--- src/design/krt_pkg.sv ---
// Shared codes and controller/datapath interface types for the keyed record table.
package krt_pkg;

  // request codes
  localparam logic [1:0] CMD_LOOKUP = 2'd0;
  localparam logic [1:0] CMD_INSERT = 2'd1;
  localparam logic [1:0] CMD_DELETE = 2'd2;
  localparam logic [1:0] CMD_NOP    = 2'd3;

  // result status codes
  localparam logic [1:0] ST_OK   = 2'd0;
  localparam logic [1:0] ST_FULL = 2'd1;
  localparam logic [1:0] ST_DUP  = 2'd2;
  localparam logic [1:0] ST_MISS = 2'd3;

  // result slot source
  localparam logic [1:0] SLOT_ZERO = 2'd0;
  localparam logic [1:0] SLOT_IDX  = 2'd1;
  localparam logic [1:0] SLOT_CNT  = 2'd2;
  localparam logic [1:0] SLOT_POS  = 2'd3;

  // field widths
  localparam int KEY_W   = 32;
  localparam int AGE_W   = 8;
  localparam int SCORE_W = 32;
  localparam int CAP_W   = 5;
  localparam int SLOT_W  = 4;
  localparam int CNTO_W  = 5;
  localparam int ENTRY_W = KEY_W + AGE_W + SCORE_W;

  // controller -> datapath
  typedef struct packed {
    logic       ld;         // latch request, clear scan index
    logic       rd;         // read entry at scan index
    logic       adv;        // step scan index
    logic       mark;       // remember scan index as removed slot
    logic       wr_ins;     // append request record at count
    logic       wr_shift;   // move read entry down one place
    logic       fin;        // load result registers
    logic [1:0] fin_status;
    logic [1:0] slot_sel;
    logic       take_data;  // report the read entry's age and score
    logic       cnt_inc;
    logic       cnt_dec;
  } krt_cmd_t;

  // datapath -> controller
  typedef struct packed {
    logic [1:0] cmd;
    logic       hit;        // read entry key equals request key
    logic       last;       // scan index is the last valid entry
    logic       empty;
    logic       full;
    logic       shift_end;  // scan index reached count
  } krt_stat_t;

endpackage

--- src/design/krt_ram.sv ---
// Generic single-write, single-read RAM with registered read data.
module krt_ram #(
  parameter int WIDTH = 72,
  parameter int DEPTH = 16
) (
  input  logic                     clk,
  input  logic                     wr_en,
  input  logic [$clog2(DEPTH)-1:0] wr_addr,
  input  logic [WIDTH-1:0]         wr_data,
  input  logic                     rd_en,
  input  logic [$clog2(DEPTH)-1:0] rd_addr,
  output logic [WIDTH-1:0]         rd_data
);

  logic [WIDTH-1:0] mem [DEPTH];
  logic [WIDTH-1:0] rd_data_r;

  always_ff @(posedge clk) begin
    if (wr_en) begin
      mem[wr_addr] <= wr_data;
    end
    if (rd_en) begin
      rd_data_r <= mem[rd_addr];
    end
  end

  assign rd_data = rd_data_r;

endmodule

--- src/design/krt_ctrl.sv ---
// Sequencer for lookup, insert and delete: scans entries and steers the datapath.
module krt_ctrl (
  input  logic              clk,
  input  logic              rst_n,
  input  logic              start,
  output logic              busy,
  input  krt_pkg::krt_stat_t stat,
  output krt_pkg::krt_cmd_t  cmd
);
  import krt_pkg::*;

  localparam logic [2:0] S_IDLE  = 3'd0;
  localparam logic [2:0] S_DISP  = 3'd1;
  localparam logic [2:0] S_RD    = 3'd2;
  localparam logic [2:0] S_CMP   = 3'd3;
  localparam logic [2:0] S_SH_RD = 3'd4;
  localparam logic [2:0] S_SH_WR = 3'd5;

  logic [2:0] state_r, state_nxt;

  always_ff @(posedge clk) begin
    if (!rst_n) begin
      state_r <= S_IDLE;
    end else begin
      state_r <= state_nxt;
    end
  end

  assign busy = (state_r != S_IDLE);

  always_comb begin
    state_nxt = state_r;
    cmd       = '0;
    case (state_r)
      S_IDLE: begin
        if (start) begin
          cmd.ld    = 1'b1;
          state_nxt = S_DISP;
        end
      end

      // early outcomes before any entry is read
      S_DISP: begin
        state_nxt = S_IDLE;
        if (stat.cmd == CMD_NOP) begin
          cmd.fin        = 1'b1;
          cmd.fin_status = ST_OK;
        end else if (stat.cmd == CMD_INSERT && stat.full) begin
          cmd.fin        = 1'b1;
          cmd.fin_status = ST_FULL;
        end else if (stat.empty) begin
          cmd.fin = 1'b1;
          if (stat.cmd == CMD_INSERT) begin
            cmd.wr_ins     = 1'b1;
            cmd.cnt_inc    = 1'b1;
            cmd.fin_status = ST_OK;
            cmd.slot_sel   = SLOT_CNT;
          end else begin
            cmd.fin_status = ST_MISS;
          end
        end else begin
          cmd.fin   = 1'b0;
          state_nxt = S_RD;
        end
      end

      S_RD: begin
        cmd.rd    = 1'b1;
        state_nxt = S_CMP;
      end

      // compare one entry
      S_CMP: begin
        if (stat.hit) begin
          case (stat.cmd)
            CMD_LOOKUP: begin
              cmd.fin        = 1'b1;
              cmd.fin_status = ST_OK;
              cmd.slot_sel   = SLOT_IDX;
              cmd.take_data  = 1'b1;
              state_nxt      = S_IDLE;
            end
            CMD_INSERT: begin
              cmd.fin        = 1'b1;
              cmd.fin_status = ST_DUP;
              state_nxt      = S_IDLE;
            end
            default: begin
              cmd.mark  = 1'b1;
              cmd.adv   = 1'b1;
              state_nxt = S_SH_RD;
            end
          endcase
        end else if (stat.last) begin
          cmd.fin   = 1'b1;
          state_nxt = S_IDLE;
          if (stat.cmd == CMD_INSERT) begin
            cmd.wr_ins     = 1'b1;
            cmd.cnt_inc    = 1'b1;
            cmd.fin_status = ST_OK;
            cmd.slot_sel   = SLOT_CNT;
          end else begin
            cmd.fin_status = ST_MISS;
          end
        end else begin
          cmd.adv   = 1'b1;
          state_nxt = S_RD;
        end
      end

      // close the gap left by a delete, one entry per pass
      S_SH_RD: begin
        if (stat.shift_end) begin
          cmd.fin        = 1'b1;
          cmd.fin_status = ST_OK;
          cmd.slot_sel   = SLOT_POS;
          cmd.cnt_dec    = 1'b1;
          state_nxt      = S_IDLE;
        end else begin
          cmd.rd    = 1'b1;
          state_nxt = S_SH_WR;
        end
      end

      S_SH_WR: begin
        cmd.wr_shift = 1'b1;
        cmd.adv      = 1'b1;
        state_nxt    = S_SH_RD;
      end

      default: begin
        state_nxt = S_IDLE;
      end
    endcase
  end

endmodule

--- src/design/krt_dp.sv ---
// Datapath: request latch, scan index, entry RAM, count and result registers.
module krt_dp #(
  parameter int DEPTH = 16
) (
  input  logic                               clk,
  input  logic                               rst_n,
  input  krt_pkg::krt_cmd_t                   cmd,
  output krt_pkg::krt_stat_t                  stat,
  input  logic [krt_pkg::CAP_W-1:0]          cap,
  input  logic [1:0]                         in_cmd,
  input  logic [krt_pkg::KEY_W-1:0]          in_key,
  input  logic [krt_pkg::AGE_W-1:0]          in_new_age,
  input  logic [krt_pkg::SCORE_W-1:0]        in_new_score_bits,
  output logic                               out_valid,
  output logic [1:0]                         out_status,
  output logic [krt_pkg::SLOT_W-1:0]         out_slot,
  output logic [krt_pkg::AGE_W-1:0]          out_found_age,
  output logic [krt_pkg::SCORE_W-1:0]        out_found_score_bits,
  output logic [krt_pkg::CNTO_W-1:0]         out_count_now
);
  import krt_pkg::*;

  localparam int AW   = $clog2(DEPTH);
  localparam int CW   = $clog2(DEPTH + 1);
  localparam int CMPW = (CW > CAP_W) ? CW : CAP_W;
  localparam int SW   = (AW > SLOT_W) ? AW : SLOT_W;

  // request latch
  logic [1:0]         cmd_r;
  logic [KEY_W-1:0]   key_r;
  logic [AGE_W-1:0]   age_r;
  logic [SCORE_W-1:0] score_r;

  // scan state and count
  logic [CW-1:0] idx_r;
  logic [AW-1:0] pos_r;
  logic [CW-1:0] count_r, count_nxt;

  // result registers
  logic                valid_r;
  logic [1:0]          status_r;
  logic [SLOT_W-1:0]   slot_r;
  logic [AGE_W-1:0]    fage_r;
  logic [SCORE_W-1:0]  fscore_r;
  logic [CNTO_W-1:0]   cnt_out_r;

  // RAM ports
  logic               wr_en;
  logic [AW-1:0]      wr_addr;
  logic [ENTRY_W-1:0] wr_data;
  logic [ENTRY_W-1:0] rd_data;
  logic [CW-1:0]      idx_prev;
  logic [KEY_W-1:0]   rd_key;
  logic [AGE_W-1:0]   rd_age;
  logic [SCORE_W-1:0] rd_score;

  // result formatting
  logic [AW-1:0]   slot_sel_val;
  logic [SW-1:0]   slot_ext;
  logic [CMPW-1:0] cnt_ext;

  assign rd_key   = rd_data[ENTRY_W-1 -: KEY_W];
  assign rd_age   = rd_data[SCORE_W +: AGE_W];
  assign rd_score = rd_data[SCORE_W-1:0];

  // write port: append at count, or move an entry down one place
  assign idx_prev = idx_r - CW'(1);
  assign wr_en    = cmd.wr_ins | cmd.wr_shift;
  assign wr_addr  = cmd.wr_ins ? count_r[AW-1:0] : idx_prev[AW-1:0];
  assign wr_data  = cmd.wr_ins ? {key_r, age_r, score_r} : rd_data;

  krt_ram #(
    .WIDTH (ENTRY_W),
    .DEPTH (DEPTH)
  ) u_ram (
    .clk     (clk),
    .wr_en   (wr_en),
    .wr_addr (wr_addr),
    .wr_data (wr_data),
    .rd_en   (cmd.rd),
    .rd_addr (idx_r[AW-1:0]),
    .rd_data (rd_data)
  );

  // status back to the sequencer
  assign stat.cmd       = cmd_r;
  assign stat.hit       = (rd_key == key_r);
  assign stat.last      = ((idx_r + CW'(1)) >= count_r);
  assign stat.empty     = (count_r == '0);
  assign stat.full      = (CMPW'(count_r) >= CMPW'(cap)) || (count_r >= CW'(DEPTH));
  assign stat.shift_end = (idx_r >= count_r);

  // request latch and scan index
  always_ff @(posedge clk) begin
    if (cmd.ld) begin
      cmd_r   <= in_cmd;
      key_r   <= in_key;
      age_r   <= in_new_age;
      score_r <= in_new_score_bits;
      idx_r   <= '0;
    end else if (cmd.adv) begin
      idx_r <= idx_r + CW'(1);
    end
    if (cmd.mark) begin
      pos_r <= idx_r[AW-1:0];
    end
  end

  // entry count
  always_comb begin
    count_nxt = count_r;
    if (cmd.cnt_inc) begin
      count_nxt = count_r + CW'(1);
    end else if (cmd.cnt_dec) begin
      count_nxt = count_r - CW'(1);
    end
  end

  always_ff @(posedge clk) begin
    if (!rst_n) begin
      count_r <= '0;
    end else begin
      count_r <= count_nxt;
    end
  end

  // slot source and field masking
  always_comb begin
    case (cmd.slot_sel)
      SLOT_IDX: slot_sel_val = idx_r[AW-1:0];
      SLOT_CNT: slot_sel_val = count_r[AW-1:0];
      SLOT_POS: slot_sel_val = pos_r;
      default:  slot_sel_val = '0;
    endcase
  end

  assign slot_ext = SW'(slot_sel_val);
  assign cnt_ext  = CMPW'(count_nxt);

  // result beat, shown for one cycle
  always_ff @(posedge clk) begin
    if (!rst_n) begin
      valid_r <= 1'b0;
    end else begin
      valid_r <= cmd.fin;
    end
  end

  always_ff @(posedge clk) begin
    if (cmd.fin) begin
      status_r  <= cmd.fin_status;
      slot_r    <= slot_ext[SLOT_W-1:0];
      fage_r    <= cmd.take_data ? rd_age : '0;
      fscore_r  <= cmd.take_data ? rd_score : '0;
      cnt_out_r <= cnt_ext[CNTO_W-1:0];
    end
  end

  assign out_valid            = valid_r;
  assign out_status           = status_r;
  assign out_slot             = slot_r;
  assign out_found_age        = fage_r;
  assign out_found_score_bits = fscore_r;
  assign out_count_now        = cnt_out_r;

endmodule

--- src/design/keyed_record_table_unit.sv ---
// Top level of the keyed record table: register port, sequencer and datapath.
//
//   channel  | handshake                     | payload
//   ---------+-------------------------------+------------------------------------------
//   request  | start / busy                  | in_cmd, in_key, in_new_age, in_new_score_bits
//   result   | out_valid (one-cycle strobe)  | out_status, out_slot, out_found_age,
//            |                               | out_found_score_bits, out_count_now
//   register | psel, penable, pwrite, pready | paddr, pwdata, prdata (capacity_limit at 0)
//
// A request beat is taken when start is high and busy is low. Entries are read and
// compared from slot 0 until a hit or the last entry; a delete then moves each later
// entry down one place. Entries sit in one RAM with a single registered read port,
// read one at a time; one request at a time.
// Reset (synchronous, rst_n low) empties the table and sets capacity_limit to 16;
// entry storage is not cleared. The result beat is never held off.
module keyed_record_table_unit #(
  parameter int DEPTH = 16
) (
  input  logic                         clk,
  input  logic                         rst_n,
  // request
  input  logic                         start,
  output logic                         busy,
  input  logic [1:0]                   in_cmd,
  input  logic [krt_pkg::KEY_W-1:0]    in_key,
  input  logic [krt_pkg::AGE_W-1:0]    in_new_age,
  input  logic [krt_pkg::SCORE_W-1:0]  in_new_score_bits,
  // result
  output logic                         out_valid,
  output logic [1:0]                   out_status,
  output logic [krt_pkg::SLOT_W-1:0]   out_slot,
  output logic [krt_pkg::AGE_W-1:0]    out_found_age,
  output logic [krt_pkg::SCORE_W-1:0]  out_found_score_bits,
  output logic [krt_pkg::CNTO_W-1:0]   out_count_now,
  // register port
  input  logic                         psel,
  input  logic                         penable,
  input  logic                         pwrite,
  input  logic [2:0]                   paddr,
  input  logic [31:0]                  pwdata,
  output logic [31:0]                  prdata,
  output logic                         pready
);
  import krt_pkg::*;

  localparam logic CAP_REG_IDX = 1'b0;

  logic [CAP_W-1:0] cap_r;
  logic             cfg_wr;
  krt_cmd_t         cmd;
  krt_stat_t        stat;

  // capacity register
  assign pready = 1'b1;
  assign cfg_wr = psel & penable & pwrite & (paddr[2] == CAP_REG_IDX);

  always_ff @(posedge clk) begin
    if (!rst_n) begin
      cap_r <= CAP_W'(16);
    end else if (cfg_wr) begin
      cap_r <= pwdata[CAP_W-1:0];
    end
  end

  assign prdata = (paddr[2] == CAP_REG_IDX) ? 32'(cap_r) : '0;

  krt_ctrl u_ctrl (
    .clk   (clk),
    .rst_n (rst_n),
    .start (start),
    .busy  (busy),
    .stat  (stat),
    .cmd   (cmd)
  );

  krt_dp #(
    .DEPTH (DEPTH)
  ) u_dp (
    .clk                  (clk),
    .rst_n                (rst_n),
    .cmd                  (cmd),
    .stat                 (stat),
    .cap                  (cap_r),
    .in_cmd               (in_cmd),
    .in_key               (in_key),
    .in_new_age           (in_new_age),
    .in_new_score_bits    (in_new_score_bits),
    .out_valid            (out_valid),
    .out_status           (out_status),
    .out_slot             (out_slot),
    .out_found_age        (out_found_age),
    .out_found_score_bits (out_found_score_bits),
    .out_count_now        (out_count_now)
  );

endmodule

--- config.mk ---
export PLATFORM = sky130hd
export DESIGN_NAME = keyed_record_table_unit
export DESIGN_NICKNAME = d
export VERILOG_FILES = /design/src/design/krt_pkg.sv /design/src/design/krt_ram.sv /design/src/design/krt_ctrl.sv /design/src/design/krt_dp.sv /design/src/design/keyed_record_table_unit.sv
export SDC_FILE = /design/constraint.sdc
export NUM_CORES = 1
export LEC_CHECK = 0
export BUFFER_PORTS_ARGS = -buffer_cell sky130_fd_sc_hd__buf_2
export CELL_PAD_IN_SITES_DETAIL_PLACEMENT = 0
export CELL_PAD_IN_SITES_GLOBAL_PLACEMENT = 1
export CORE_MARGIN = 4
export CORE_UTILIZATION = 49
export DETAILED_ROUTE_END_ITERATION = 12
export PLACE_DENSITY = 0.79
export RECOVER_POWER = 100
export SKIP_CTS_REPAIR_TIMING = 1
export SLEW_MARGIN = 20
export SYNTH_ARGS = -nofsm -noshare
export SYNTH_HDL_FRONTEND = slang
export SYNTH_HIERARCHICAL = 1
export SYNTH_SLANG_ARGS = --single-unit
--- constraint.sdc ---
create_clock -name clk -period 8.5 [get_ports clk]
set_input_delay 0.85 -clock clk [delete_from_list [all_inputs] [get_ports clk]]
set_output_delay 0.85 -clock clk [all_outputs]
set_load 0.02 [all_outputs]
Word-level counts from Yosys, hierarchy flattened
Memory sizes are Yosys's and may differ from the RTL's. A register that Yosys moved wholly into a read port is not among the register bits.
Cells that the tools add are included.
{"block": "totals", "register_bits": 148, "latch_bits": 0, "ram_bits": 1152, "mem_bits_ro": 0, "in_bits": 115, "output_inout_bits": 86, "word_cells": 101, "mem_count": 1}
{"block": "classes", "n_addsub": 4, "n_mul": 0, "div_mod_pow": 0, "order_cmp": 4, "eq_ne": 12, "n_shift": 0, "mux": 53, "bitwise": 5, "n_reduce_logical": 7}
{"name": "u_dp.u_ram.mem", "depth": 16, "width": 72, "read_ports": 1, "rd_clocked_by_memory_dff": 1, "wr": 1, "line_no": "krt_ram.sv:15", "rtl": "logic [WIDTH-1:0] mem [DEPTH];"}
{"cell": "72-bit two-way mux", "n": 1}
{"cell": "32-bit == test", "n": 1}
{"cell": "5-bit two-way mux", "n": 6}
{"cell": "3-bit two-way mux", "n": 8}
{"cell": "1-bit two-way mux", "n": 21}
{"cell": "3-bit one-hot mux with 6 select lines", "n": 1}
{"cell": "2-bit two-way mux", "n": 8}
{"cell": "5-bit greater-or-equal comparator", "n": 3}
{"cell": "5-bit one-hot mux with 3 select lines", "n": 1}
{"cell": "4-bit one-hot mux with 3 select lines", "n": 1}
{"cell": "5-bit by 1-bit adder with 5-bit output (second input constant)", "n": 2}
{"cell": "4-bit two-way mux", "n": 2}
{"cell": "2-bit == test (second input constant)", "n": 3}
{"cell": "3-bit by 2-bit == test with 1-bit output (second input constant)", "n": 2}
{"cell": "3-bit == test (second input constant)", "n": 2}
{"cell": "1-bit one-hot mux with 2 select lines", "n": 3}
{"cell": "3-bit one-hot mux with 2 select lines", "n": 1}
{"cell": "5-bit greater-or-equal comparator (second input constant)", "n": 1}
{"cell": "5-bit zero test", "n": 1}
{"cell": "5-bit by 1-bit subtractor with 5-bit output (second input constant)", "n": 1}
{"cell": "2-bit by 1-bit == test with 1-bit output (second input constant)", "n": 2}
{"cell": "4-bit by 1-bit subtractor with 4-bit output (second input constant)", "n": 1}
{"cell": "1-bit AND", "n": 3}
{"cell": "3-bit by 1-bit == test with 1-bit output (second input constant)", "n": 1}
{"cell": "9 further kinds", "n": 9}

Logic depth before layout (Yosys ltp)
Gate-level depths: netlist of the first run.
{"block": "logic_depth", "depth_word": 9, "depth_mapped": 16, "ltp_nobuf": 13}

Cells and area by module
The synthesis of the first run kept the hierarchy.
{"module": "krt_ram", "n_inst": 1, "cells_per_inst": 1850, "area_each_um2": 45270.9, "seq_area_each_um2": 36755.3}
{"module": "krt_dp", "n_inst": 1, "cells_per_inst": 422, "area_each_um2": 6392.4, "seq_area_each_um2": 4093.9}
{"module": "keyed_record_table_unit", "n_inst": 1, "cells_per_inst": 58, "area_each_um2": 479.2, "seq_area_each_um2": 100.1}
{"module": "krt_ctrl", "n_inst": 1, "cells_per_inst": 53, "area_each_um2": 412.9, "seq_area_each_um2": 60.1}

Worst setup path after synthesis of the first run
Ideal clock, no wire load.
{"block": "synth_path", "kind": "register -> register", "startpoint": "register u_dp.idx_r[0]", "endpoint": "memory u_dp.u_ram.mem[0][0] (enable)", "arrival_ns": 8.308, "setup_slack_ns": -0.398, "stages_incl_launch_ff": 16, "path_buffers": 3, "period_less_slack_ns": 8.898, "cell_sequence": "dfxtp_1 inv_1 ha_1 ha_1 a21o_1 a21oi_1 o21ai_0 nor2b_1 a22oi_1 nor2_1 buf_4 clkbuf_1 buf_2 o21ai_0 or3b_2 nor3_1"}
{"item": "from (decl)", "line_no": "krt_dp.sv:35", "rtl": "logic [CW-1:0] idx_r;"}
{"item": "from (signal assigned)", "line_no": "krt_dp.sv:102", "rtl": "idx_r <= idx_r + CW'(1);"}
{"item": "4-bit by 1-bit subtractor with 4-bit output", "line_no": "krt_dp.sv:67", "rtl": "assign idx_prev = idx_r - CW'(1);"}
{"item": "via u_dp.idx_prev[0]", "line_no": "krt_dp.sv:52", "rtl": "logic [CW-1:0] idx_prev;"}
{"item": "4-bit two-way mux", "line_no": "krt_dp.sv:69", "rtl": "assign wr_addr = cmd.wr_ins ? count_r[AW-1:0] : idx_prev[AW-1:0];"}
{"item": "to (decl)", "line_no": "krt_ram.sv:15"}
The timed path passes the listed nets, and every way through them passes these cells.

Worst setup path after layout of the first run
{"block": "layout_path", "startpoint": "register u_dp.idx_r[0]", "endpoint": "memory u_dp.u_ram.mem[1][45] (enable)"}
The elaborated chain is that of the path after synthesis.

==> results of run 1 <==
==> cells in the mapped netlist, drive strengths merged, types with 8 or more instances <==
master     n  area share [%]
dfxtp     19            0.72
nand2     94            0.67
mux2      74             1.6
xor2      36            0.60
a21oi      8           0.076
mux4     288              12
ha        20            0.48
clkbuf    56            0.40
a22oi    146             2.1
buf       88             1.3
edfxtp  1353              77
nor2      26            0.19
nand2b    10            0.12
nor4       8           0.095
o21ai     12            0.11
inv       14            0.10
xnor2      9            0.15
and2      48            0.57
==> metal layers <==
metal  global-route usage [%]  part of all wire [%]  vias to the layer above
met3                     4.00                   8.2                      174
met5                        0                     0                        -
met1                     27.9                    40                    13000
met4                     5.79                   2.4                        0
met2                     33.5                    50                     1104
li1                         -                     -                    10300
==> cells by family after synthesis <==
| logic type | share of synthesized area [%] |
|---|---|
| compound gates | 2.65 |
| xor+xnor | 0.750 |
| fa+ha+maj | 0.476 |
| buf+inv | 1.76 |
| flops | 78.0 |
| mux | 14.1 |
| other cells | 0.0143 |
| simple gates | 2.26 |
==> placed cells by master (no fill, tap or decap), types with 5 or more instances in the layout <==
cell          n
clkbuf_16   138
a21oi_1       8
inv_1        12
mux4_2      288
nand2_1      94
buf_4        13
clkinv_1     29
nand4_1       7
edfxtp_1   1353
mux2i_1       7
clkbuf_2     19
inv_6         7
and2_0       26
dfxtp_1      17
buf_2        48
ha_1         20
clkbuf_1    134
and2_1       21
nor4_1        8
xnor2_1       9
nor3_1        5
nor2_4        8
clkinv_2     21
mux2_1       73
nor2b_1       5
and2b_2       5
conb_1       28
nand2b_1     10
a22oi_1     146
o21ai_0      11
nor2_1       18
clkinv_8      6
bufinv_16     9
xor2_1       36
==> power by group through the flow <==
stage	combinational (W)	sequential, W	clock [W]
floorplan	0.0000850	0.00758	0
global placement	0.000163	0.00757	0
detailed placement	0.000170	0.00758	0
CTS	0.000170	0.00743	0.00586
global route	0.000171	0.00744	0.00616
finish	0.000158	0.00744	0.00576
==> critical path: stages (launching register included) <==
cell and delay [ps]:
dfxtp_4 890, inv_1 190, ha_1 390, ha_1 280, a21o_1 150, a21oi_1 160, o21ai_0 150, nor2b_1 210
a22oi_1 370, nor2_4 180, buf_4 400, nand2_1 180, o21ai_0 140, clkbuf_1 250, nand2b_1 290, nor2_1 1530
clkbuf_2 980
==> worst max path at each step <==
stage / cells past startpoint / slack (ps) / end / start
after floorplan: 15 / 1550 / u_dp/u_ram/mem[1][0]$_DFFE_PP_ / u_dp/idx_r[0]$_SDFFE_PP0P_
after global placement: 16 / 2120 / u_dp/u_ram/mem[10][32]$_DFFE_PP_ / u_dp/idx_r[0]$_SDFFE_PP0P_
final: 16 / 1300 / u_dp/u_ram/mem[1][45]$_DFFE_PP_ / u_dp/idx_r[0]$_SDFFE_PP0P_
after global routing: 16 / 830 / u_dp/u_ram/mem[1][13]$_DFFE_PP_ / u_dp/idx_r[0]$_SDFFE_PP0P_
after detailed placement: 16 / 2010 / u_dp/u_ram/mem[11][39]$_DFFE_PP_ / u_dp/idx_r[0]$_SDFFE_PP0P_
after CTS: 16 / 1950 / u_dp/u_ram/mem[10][18]$_DFFE_PP_ / u_dp/idx_r[0]$_SDFFE_PP0P_
==> layout make-up <==
class,instances,share of cell area (%)
Sequential cell,1372,69.7
Inverter,14,0.0893
Multi-Input combinational cell,879,18.3
Tap cell,1391,2.96
Timing Repair Buffer,194,1.59
Clock inverter,79,1.25
Antenna cell,1,0.00425
Clock buffer,164,6.04
==> through the flow <==
stage,std cells,util (%)
2_1_floorplan,2409,-
6_report,4094,55.6
3_3_place_gp,3850,51.9
4_1_cts,4093,55.9
3_5_place_dp,3850,51.9
5_1_grt,4093,55.6
==> flip-flops by register name, summed over array words and instances (netlist names), 5 cells and up <==
register	flops
u_dp/u_ram/rd_data	72
u_dp/out_found_age	8
u_dp/u_ram/mem	1152
u_dp/score_r	32
u_dp/key_r	32
u_dp/out_count_now	5
u_dp/idx_r	5
u_dp/out_found_score_bits	32
cap_r	5
u_dp/age_r	8
u_dp/count_r	5
==> impl_metrics.yaml, run 1 <==
power:
  pwr-share-comb_pct: 1.2
  p_sw_w: 0.00263
  peakVddDrop_mv: 0.193
  p_clk_share_pct: 43.1
  p_per_area_nw_per_um2: 227
  power_leakage_nw: 18.1
  intPower_w: 0.0107
  seqPwrFrac_pct: 55.7
  switching_share_pct: 19.7
  fin_total_pwr_w: 0.0134
yosys:
  synth_flop_cell: "edfxtp_1"
  mappedNetlistArea_um2: 52600
  yosysWarnings: 6
  synth_edf_count: 1353
  yosysSeqAreaShare_pct: 78.0
  ys_ff_latch: 1372
  synth.distinct_cells: 55
  synthArstFlopShare_pct: 0
  synth_cells: 2383
  syn-mean-instance-area_um2: 22.1
critical_path:
  end_kind: "flip-flop"
  cp_max_fo: 44
  path_class: "flip-flop to flip-flop"
  critPathRequiredTime_ps: 8840
  arrival_ps: 7540
  start_kind: "flip-flop"
  r2r_slack_ps: 1300
  rr_startpoint: "u_dp/idx_r[0]$_SDFFE_PP0P_"
  r2r_cells: 16
  rr_endpoint: "u_dp/u_ram/mem[1][45]$_DFFE_PP_"
cts:
  path_clk_slew_ps: 60
  cts_made_buffers: 137
  cts.root.buffer_cell: "clkbuf_16"
  cts.htree.levels: 4
  cts_tree: "built"
  clk_latency_ps: 740
  clock-sinks: 1372
  clock_path_buffers: 3
placed_design:
  place.gp.congestion: 0.795
  place_area_um2: 54900
  dpl_worst_slack_ps: 2010
  hpwlAfterDp_um: 58300
  io_buffers: 143
final_layout:
  fin_area_um2: 58800
  area_delta_synth_final_pct: 11.9
  drive_gt1_share_pct: 21.8
  regArea_um2: 41000
  fill_cells: 7676
  multi_input_area_um2: 10800
  nNetsFinal: 2733
floorplanning:
  initial_core_util_pct: 49.6
  die_w_um: 336
  coreArea_um2: 106000
  fp.dieH_um: 336
  io-pin-count: 201
  rows: 119
  dieArea_um2: 113000
timing:
  tightestPinTransition_ps: 4670
  slew_violations: 952
  rsz0062_at_grt: "false"
  slew_headroom_pct: -211
  hold_viol: 0
  hold_ws_ps: 292
  period_minus_slack_ps: 7200
  fin_ws_ps: 1300
  fin_tns_setup_ps: 0
  max_freq_ghz: 0.139
  skew_ps: 34.3
  setup_viol: 0
  fin_crit_sh_pct: 84.8
route:
  first_iter_violations: 2580
  viasPerCell: 6.00
  ant_nets: 0
  via_count: 24500
  firstDrtPassIters: 5
  totalWireLength_um: 114000
  drc_errors: 0
  wl_per_cell_um: 27.8
grt:
  antenna_found_initial: 4
  grt_use_total_pct: 20.3
  grt_pass1_wl_um: 168000
  overflow: 0
  grt_max_degree: 114
  grt_pass1_vias: 25500
outcome:
  outcome: "complete, but fails checks"
  violations: "max-capacitance violations, max-slew violations"
job:
  cap_violations: 22
worst_hold_path:
  hold_end: "u_dp/score_r[7]$_DFFE_PP_"
  hold_class: "input pin to flip-flop"
  whs_path_depth: 1
  worstHoldStart: "in_new_score_bits[7]"
(Power assumes the default switching activity.)
==> inputs of run 2 (changes only) <==
clock period = 6.6 ns   (was 8.5 ns; I/O delays follow)
==> impl_metrics.yaml, run 2 (synthesis gave the netlist of run 1 again) <==
timing:
  slew_headroom_pct: -150
  setup_viol: 0
  max_freq_ghz: 0.162
  fin_crit_sh_pct: 93.3
  rsz0062_at_grt: "false"
  period_minus_slack_ps: 6160
  hold_ws_ps: 96.9
  hold_viol: 0
  slew_violations: 644
  fin_ws_ps: 441
  skew_ps: 33.5
  tightestPinTransition_ps: 3760
cts:
  cts_made_buffers: 137
  cts_tree: "built"
  path_clk_slew_ps: 60
  cts.root.buffer_cell: "clkbuf_16"
  clk_latency_ps: 740
  clock_path_buffers: 3
  cts.htree.levels: 4
  clock-sinks: 1372
critical_path:
  setup.worst_path.start: "u_dp/idx_r[2]$_SDFFE_PP0P_"
  start_kind: "flip-flop"
  arrival_ps: 6730
  critPathRequiredTime_ps: 7170
  r2r_cells: 5
  rr_startpoint: "u_dp/idx_r[2]$_SDFFE_PP0P_"
  cp_max_fo: 42
  path_class: "flip-flop to flip-flop"
  end_kind: "flip-flop"
route:
  firstDrtPassIters: 6
  wl_per_cell_um: 27.9
  drc_errors: 0
  totalWireLength_um: 114000
  via_count: 24600
  ant_nets: 0
  first_iter_violations: 2774
  viasPerCell: 6.00
power:
  seqPwrFrac_pct: 54.8
  switching_share_pct: 19.2
  intPower_w: 0.0141
  p_sw_w: 0.00336
  p_clk_share_pct: 44.0
  power_leakage_nw: 18.4
  pwr-share-comb_pct: 1.2
  fin_total_pwr_w: 0.0175
  peakVddDrop_mv: 0.232
  p_per_area_nw_per_um2: 295
final_layout:
  fin_area_um2: 59200
  nNetsFinal: 2742
  antenna_cells: 0
  fill_cells: 7663
  final_util_pct: 55.9
  largest_reg_flops: 1152
  regArea_um2: 41000
  final_common_cell: "edfxtp_1"
  layout_common_cells: "edfxtp_1 (1,353), mux4_2 (288), a22oi_1 (146)"
  multi_input_area_um2: 10800
  area_delta_synth_final_pct: 12.6
  drive_gt1_share_pct: 23.1
  regMostFlops: "u_dp/u_ram/mem"
outcome:
  outcome: "complete, but fails checks"
  violations: "max-capacitance violations, max-slew violations"
floorplanning:
  rows: 119
  coreArea_um2: 106000
  io-pin-count: 201
  dieArea_um2: 113000
  die_w_um: 336
  fp.dieH_um: 336
  initial_core_util_pct: 49.6
job:
  cap_violations: 13
worst_hold_path:
  worstHoldStart: "in_key[30]"
  hold_class: "input pin to flip-flop"
  whs_path_depth: 1
grt:
  overflow: 0
  grt_use_total_pct: 20.4
  grt_max_degree: 147
  grt_pass1_wl_um: 169000
  grt_pass1_vias: 25800
  antenna_found_initial: 3
placed_design:
  hpwlAfterDp_um: 58300
  io_buffers: 143
  place_area_um2: 55100
  dpl_worst_slack_ps: 875
  place.gp.congestion: 0.801
## run 2: worst max-delay path: stages, from the launching register on
cell	delay, ps
dfxtp_1	770
nor2b_1	210
clkbuf_1	1840
clkbuf_1	2440
a22oi_1	480
nand2_1	190
## run 2: path summary, 6_finish.rpt
path                                                         end  slack, ps
worst max-delay path            u_dp/u_ram/rd_data[48]$_DFFE_PP_        440
worst min-delay path                    u_dp/key_r[30]$_DFFE_PP_        100
worst max register to register  u_dp/u_ram/rd_data[48]$_DFFE_PP_        440
worst min register to register             cap_r[1]$_SDFFE_PN0P_        480
## run 2: layer usage
| metal | wire, um | up-vias | GRT usage [%] |
|---|---|---|---|
| li1 | - | 10300 | - |
| met1 | 45600 | 12900 | 27.9 |
| met2 | 56000 | 1139 | 33.2 |
| met3 | 9530 | 206 | 4.49 |
| met4 | 3200 | 0 | 6.90 |
| met5 | 0 | - | 0 |
## run 2: final cells by class
type | count | share of cell area (%)
Clock buffer | 159 | 6.00
Multi-Input combinational cell | 879 | 18.3
Inverter | 14 | 0.0888
Sequential cell | 1372 | 69.3
Clock inverter | 83 | 1.52
Tap cell | 1391 | 2.94
Timing Repair Buffer | 203 | 1.83
## run 2: stage by stage
stage	std cells	TNS, ps
after detailed placement	3859	0
after global routing	4101	0
after CTS	4101	0
final	4101	0
after global placement	3859	0
after floorplan	2409	-306100
## run 2: power by group through the flow
stage	Combinational (W)	Sequential (W)	Clock (W)
after CTS	0.000219	0.00957	0.00784
after global routing	0.000222	0.00958	0.00822
after detailed placement	0.000218	0.00976	0
after floorplan	0.000110	0.00976	0
after global placement	0.000210	0.00976	0
final	0.000206	0.00958	0.00770
